`config.mk`:
```
export PLATFORM = sky130hd
export DESIGN_NAME = frr_fifo
export DESIGN_NICKNAME = d
export VERILOG_FILES = /design/src/frr_pkg.sv /design/src/frr_fifo.sv
export SDC_FILE = /design/constraint.sdc
export NUM_CORES = 1
export LEC_CHECK = 0
export BUFFER_PORTS_ARGS = -buffer_cell sky130_fd_sc_hd__buf_2
export CORE_MARGIN = 4
export CORE_UTILIZATION = 35
export DETAILED_ROUTE_END_ITERATION = 10
export GPL_TIMING_DRIVEN = 0
export HOLD_SLACK_MARGIN = 0.08
export SETUP_SLACK_MARGIN = 0.4
export SLEW_MARGIN = 20
export SYNTH_ARGS = -nofsm -noshare
export SYNTH_HDL_FRONTEND = slang
export SYNTH_SLANG_ARGS = --single-unit
```
`constraint.sdc`:
```
create_clock -name clock -period 9.3 [get_ports clock]
set_input_delay 0.465 -clock clock [delete_from_list [all_inputs] [get_ports clock]]
set_output_delay 0.465 -clock clock [all_outputs]
set_load 0.005 [all_outputs]
```
`src/frr_pkg.sv`:
```
package frr_pkg;

   localparam int DIV_NW = 64;
   localparam int DIV_DW = 48;
   localparam int SQ_IW  = 64;
   localparam int SQ_OW  = SQ_IW / 2;
   localparam int FIFO_DEPTH = 4;
   localparam int FIFO_AW    = $clog2(FIFO_DEPTH);

   localparam logic [63:0] ONE_Q28 = 64'd1 << 28;

   typedef logic signed [15:0] q14_type;

   typedef struct packed {
      q14_type [2:0] wo;
      q14_type [2:0] nv;
      q14_type [2:0] rf;
      logic          flip;
      logic [15:0]   n;
      logic [17:0]   ci;
   } fb_type;

   typedef struct packed {
      fb_type             f;
      logic [15:0]        neff;
      logic               omneg;
      logic               refr;
      logic [2:0]         neg;
      logic               mzero;
      logic [2:0][29:0]   nm;
      logic [47:0]        kabs;
      logic [47:0]        bb;
      logic [43:0]        cc;
      logic [43:0]        dd;
   } ctx_type;

   typedef struct packed {
      q14_type [2:0] reflect;
      q14_type [2:0] refract;
      logic          refract_valid;
      q14_type [2:0] facing;
      logic [15:0]   factor;
   } res_type;

endpackage

```
`src/frr_fifo.sv`:
```
module frr_fifo import frr_pkg::*; (
   input  logic   clock,
   input  logic   reset,
   input  logic   push,
   input  fb_type wdata,
   output logic   full,
   input  logic   pop,
   output fb_type rdata,
   output logic   empty
);

   fb_type               mem_ff [FIFO_DEPTH];
   logic [FIFO_AW-1:0]   wp_ff, wp_in;
   logic [FIFO_AW-1:0]   rp_ff, rp_in;
   logic [FIFO_AW:0]     cnt_ff, cnt_in;
   logic                 do_push, do_pop;

   assign full    = cnt_ff == (FIFO_AW+1)'(FIFO_DEPTH);
   assign empty   = cnt_ff == '0;
   assign do_push = push && !full;
   assign do_pop  = pop && !empty;
   assign rdata   = mem_ff[rp_ff];

   always_comb begin
      wp_in  = do_push ? wp_ff + 1'b1 : wp_ff;
      rp_in  = do_pop ? rp_ff + 1'b1 : rp_ff;
      cnt_in = cnt_ff;
      if (do_push && !do_pop) begin
         cnt_in = cnt_ff + 1'b1;
      end else if (do_pop && !do_push) begin
         cnt_in = cnt_ff - 1'b1;
      end
   end

   always_ff @(posedge clock) begin
      if (reset) begin
         wp_ff  <= '0;
         rp_ff  <= '0;
         cnt_ff <= '0;
      end else begin
         wp_ff  <= wp_in;
         rp_ff  <= rp_in;
         cnt_ff <= cnt_in;
      end
   end

   always_ff @(posedge clock) begin
      if (do_push) begin
         mem_ff[wp_ff] <= wdata;
      end
   end

endmodule

```
---- After elaboration in Yosys (flattened, before gate mapping) ----
Memory sizes are Yosys's and may differ from the RTL's. A register that Yosys moved wholly into a read port is not among the register bits.
Cells that the tools add are included.
word-level totals
  bits in registers ....................... 7
  RAM bits ................................ 716
  input port bits ......................... 183
  output and inout port bits .............. 181
  logic and storage cells ................. 25
  memories kept ........................... 1
operators by class
  add/sub/neg operators ................... 4
  eq/ne operators ......................... 1
  multiplexer cells ....................... 6
  reduce and logical (&&, ||, !) cells .... 10
memories
  memory  words  bits a word  rd ports  clocked after Yosys merged registers in  write ports  RTL line        RTL
  mem_ff  4      179          1         1                                        1            frr_fifo.sv:12  fb_type mem_ff [FIFO_DEPTH];
operators by type and width
  kind                                                                number
  3-bit 2-to-1 mux                                                    2
  2-bit by 1-bit adder with 2-bit output, second input constant       2
  1-bit logical AND                                                   4
  1-bit logical NOT                                                   4
  2-bit 2-to-1 mux                                                    2
  3-bit by 1-bit adder with 3-bit output, second input constant       1
  3-bit == test, second input constant                                1
  3-bit logical NOT                                                   1
  3-bit by 1-bit subtractor with 3-bit output, second input constant  1
  1-bit 2-to-1 mux                                                    2
  2-bit nonzero test                                                  1

---- Logic depth before layout (Yosys ltp) ----
  depth after elaboration ................. 7
  gate-level depth with buffers ........... 8
  depth with buffers taken out ............ 8

---- Least setup slack after synthesis ----
Ideal clock, no wire load.
  path kind ............................... reg2reg
  start point ............................. reg cnt_ff[0]
  end point ............................... mem mem_ff[0][0] in the netlist's numbering (enable)
  library setup time ...................... 0.561 ns
  arrival ................................. 4.918 ns
  required time ........................... 8.739 ns
  slack ................................... 3.822 ns
  cell stages (with the launch flop) ...... 4
  path buffers ............................ 0
  clock period less this slack ............ 5.478 ns
  cell sequence ........................... dfxtp_1 nor3b_1 nor2_1 and2_1
between the ends
  cells in the longest elaborated chain, start to end .. 5
RTL lines
  item                                    RTL line        RTL
  start, declared                         frr_fifo.sv:15  logic [FIFO_AW:0] cnt_ff, cnt_in;
  start signal, assigned                  frr_fifo.sv:43  cnt_ff <= cnt_in;
  3-bit == test                           frr_fifo.sv:18  assign full = cnt_ff == (FIFO_AW+1)'(FIFO_DEPTH);
  net full                                frr_fifo.sv:6   output logic full,
  1-bit logical NOT                       frr_fifo.sv:20  assign do_push = push && !full;
  1-bit logical AND                       frr_fifo.sv:20
  net do_push                             frr_fifo.sv:16  logic do_push, do_pop;
  1-bit 2-to-1 mux                        frr_fifo.sv:48  if (do_push) begin
  1-bit 2-to-1 mux (implied by the code)  frr_fifo.sv:49  mem_ff[wp_ff] <= wdata;
  end, declared                           frr_fifo.sv:12
The timed path passes the listed nets, and every way through them passes these cells.

==> impl_metrics.yaml <==
timing:
  holdWs_ns: 0.271
  max-slew-margin-rel_pct: 44.8
  setup_violations: 0
  worstMarginPinSlew_ns: 0.828
  fin_crit_sh_pct: 31.9
  hold_viol: 0
  rsz0062_at_grt: "no"
  fin_skew_ns: 0.0234
  period_minus_slack_ns: 2.96
  max_freq_mhz: 337
  layout_setup_ws_ns: 6.34
  drv_slew: 0
routing:
  final_antenna_net_count: 0
  wl_per_cell_um: 21.3
  drtPass1Iterations: 5
  vias: 12500
  viasPerCell: 4.74
  drtIter0Drc: 794
  wl_mm: 56.3
  drc: 0
synth:
  synth-edff-count: 716
  ys.flop_type: "edfxtp_1"
  yosys_warnings: 0
  async_flop_share_pct: 0
  avgSynthCellArea_sq_um: 26.7
  synth_top_cells_by_count: "edfxtp_1 (716), mux4_2 (179), buf_2 (19)"
  yosysMostFrequentCell: "edfxtp_1"
  syn_area_sq_um: 26300
  synth_top_area_share_pct: 81.8
  netlist_instances: 983
  synth_top_area_cell: "edfxtp_1"
  synthTopCellsByArea: "edfxtp_1 (82%), mux4_2 (15%), dfxtp_1 (0.69%)"
  synth_cell_types: 21
  synth_nets: 1172
  yosysSeqAreaShare_pct: 82.5
  ys_ff_latch: 725
critical_path:
  worstPathArrival_ns: 2.50
  critical_path_required_ns: 8.84
  crit_type: "reg -> out"
  start_kind: "register"
  reg2reg_depth: 5
  r2r_start: "cnt_ff[0]"
  r2r-end: "mem_ff[1][104]"
  r2r_slack_ns: 6.66
  cp-end-kind: "output port"
  crit_fanout: 10
power:
  power_density_nw_per_um2: 263
  power_leakage_uw: 0.0115
  vdd_drop_max_v: 0.000148
cts:
  path_clk_slew_ns: 0.06
  clkLatencyLatePin_ns: 0.61
  cts_buffers: 76
  root_buffer: "clkbuf_16"
  cts_tree: "yes"
  htreeDepth: 3
  cts.path.max_buffers: 3
  cts-resized-gates: 0
  cts_sinks: 725
placement:
  portBuffers: 362
  place_ws_ns: 6.59
  hpwl_mm: 35.8
  gp_congestion: 0.694
  placed_area_sq_um: 29700
worst_hold_path:
  min_to: "rp_ff[0]"
  hp-class: "in -> reg"
  worstHoldStart: "reset"
  min_path_cells: 2
run:
  max_cap_viol_count: 0
floorplanning:
  start_util_pct: 35.3
  core_sq_um: 74400
  die-area_sq_um: 79500
  std_cell_rows: 100
  die-height_um: 282
  ioPinCount: 364
  die_x_um: 282
grt:
  grt_pass1_wl_mm: 83.9
  grt_pass1_vias: 13600
  overflow: 0
  antenna_found_initial: 5
  grt_max_degree: 44
  grt_use_total_pct: 14.1
finish:
  final_nets: 1807
  fin_area_sq_um: 34000
  area_growth_pct: 29.3
  final_core_utilization_pct: 45.6
  final_layout_size_suffix_gt1_share_pct: 42.0
run_status:
  outcome: "completed"
layout by cell type, fill, tap and decap left out:
master | netlist | layout
inv_8 | 0 | 2
a21oi_1 | 2 | 2
buf_12 | 0 | 4
clkinvlp_4 | 0 | 2
or3_1 | 2 | 2
o311ai_0 | 1 | 1
inv_1 | 4 | 4
inv_6 | 0 | 4
clkinv_4 | 0 | 2
xor2_1 | 4 | 4
ha_1 | 5 | 5
nand2b_1 | 2 | 2
mux4_2 | 179 | 179
buf_6 | 14 | 14
and2_4 | 0 | 4
clkbuf_1 | 8 | 19
dlygate4sd3_1 | 0 | 179
clkbuf_2 | 0 | 1
diode_2 | 0 | 2
clkinv_1 | 0 | 14
clkbuf_16 | 0 | 77
o31ai_1 | 1 | 1
edfxtp_1 | 716 | 716
buf_16 | 0 | 12
o21ai_0 | 2 | 2
inv_16 | 0 | 2
nor3_1 | 1 | 1
fa_1 | 1 | 1
dfxtp_1 | 9 | 9
bufinv_16 | 0 | 7
nor3b_1 | 1 | 1
nor2_1 | 6 | 6
clkinv_8 | 0 | 1
buf_2 | 19 | 381
clkinv_2 | 0 | 10
mux2i_1 | 2 | 2
clkinv_16 | 0 | 1
layer usage:
| layer | share of wire (%) | up-vias | global-route usage, % |
|---|---|---|---|
| met1 | 39 | 6481 | 17.5 |
| met5 | 0.096 | - | 0 |
| met4 | 2.6 | 8 | 4.80 |
| met3 | 7.8 | 100 | 4.37 |
| met2 | 50 | 385 | 23.6 |
| li1 | - | 5562 | - |
worst max path at each step:
stage	startpoint	endpoint	slack (ns)
floorplan	cnt_ff[0]	mem_ff[0][0]	3.82
global placement	push	mem_ff[2][110]	-0.23
detailed placement	push	mem_ff[1][104]	6.59
CTS	register	rdata[118]	6.08
global route	register	rdata[118]	6.07
finish	register	rdata[118]	6.34
worst max-delay path, cell delays in order (launching register included):
cell	delay [ns]
dfxtp_1	0.30
buf_2	0.23
clkbuf_2	0.45
buf_2	0.41
mux4_2	0.34
buf_2	0.17
sequential cells by signal, summed over array words and instances (netlist names), named ones only:
register  cells
mem_ff      716
cnt_ff        3
rp_ff         2
wp_ff         2
where the power goes:
| part | switching, uW | total, uW | internal [uW] |
|---|---|---|---|
| clock | 1240 | 2970 | 1730 |
| sequential | 64.3 | 3990 | 3920 |
| combinational | 963 | 1980 | 1010 |
through the flow:
| step | setup TNS (ns) | power [uW] | cells |
|---|---|---|---|
| final | 0 | 8930 | 2645 |
| after global routing | 0 | 9380 | 2643 |
| after CTS | 0 | 9120 | 2643 |
| after detailed placement | 0 | 6040 | 2330 |
| after global placement | -108.26 | 6080 | 2314 |
| after floorplan | 0 | 5210 | 983 |
kinds of logic after synthesis:
group | after synthesis | synth area share, %
flip-flops | 725 | 82.5
multiplexers | 181 | 15.4
buffers and inverters | 45 | 1.13
AND/OR/NAND/NOR | 16 | 0.324
AO/OA/AOI/OAI | 6 | 0.138
adder cells (fa/ha/maj) | 6 | 0.314
XOR/XNOR | 4 | 0.133
cell type report:
class,instances,area [sq um]
sequential,725,21700
tap,969,1210
inverter,4,15.0
fill,6204,40500
buffer,41,284
multi-input combinational,213,4300
antenna,2,5.00
clock buffer,89,1970
clock inverter,45,489
timing repair buffer,557,4010
repair_timing:
action	CTS	global route
hold endpoints to repair	716	0
buffers inserted	0	0
hold buffers	179	0
Note: power is estimated with default switching activity, not from simulation.
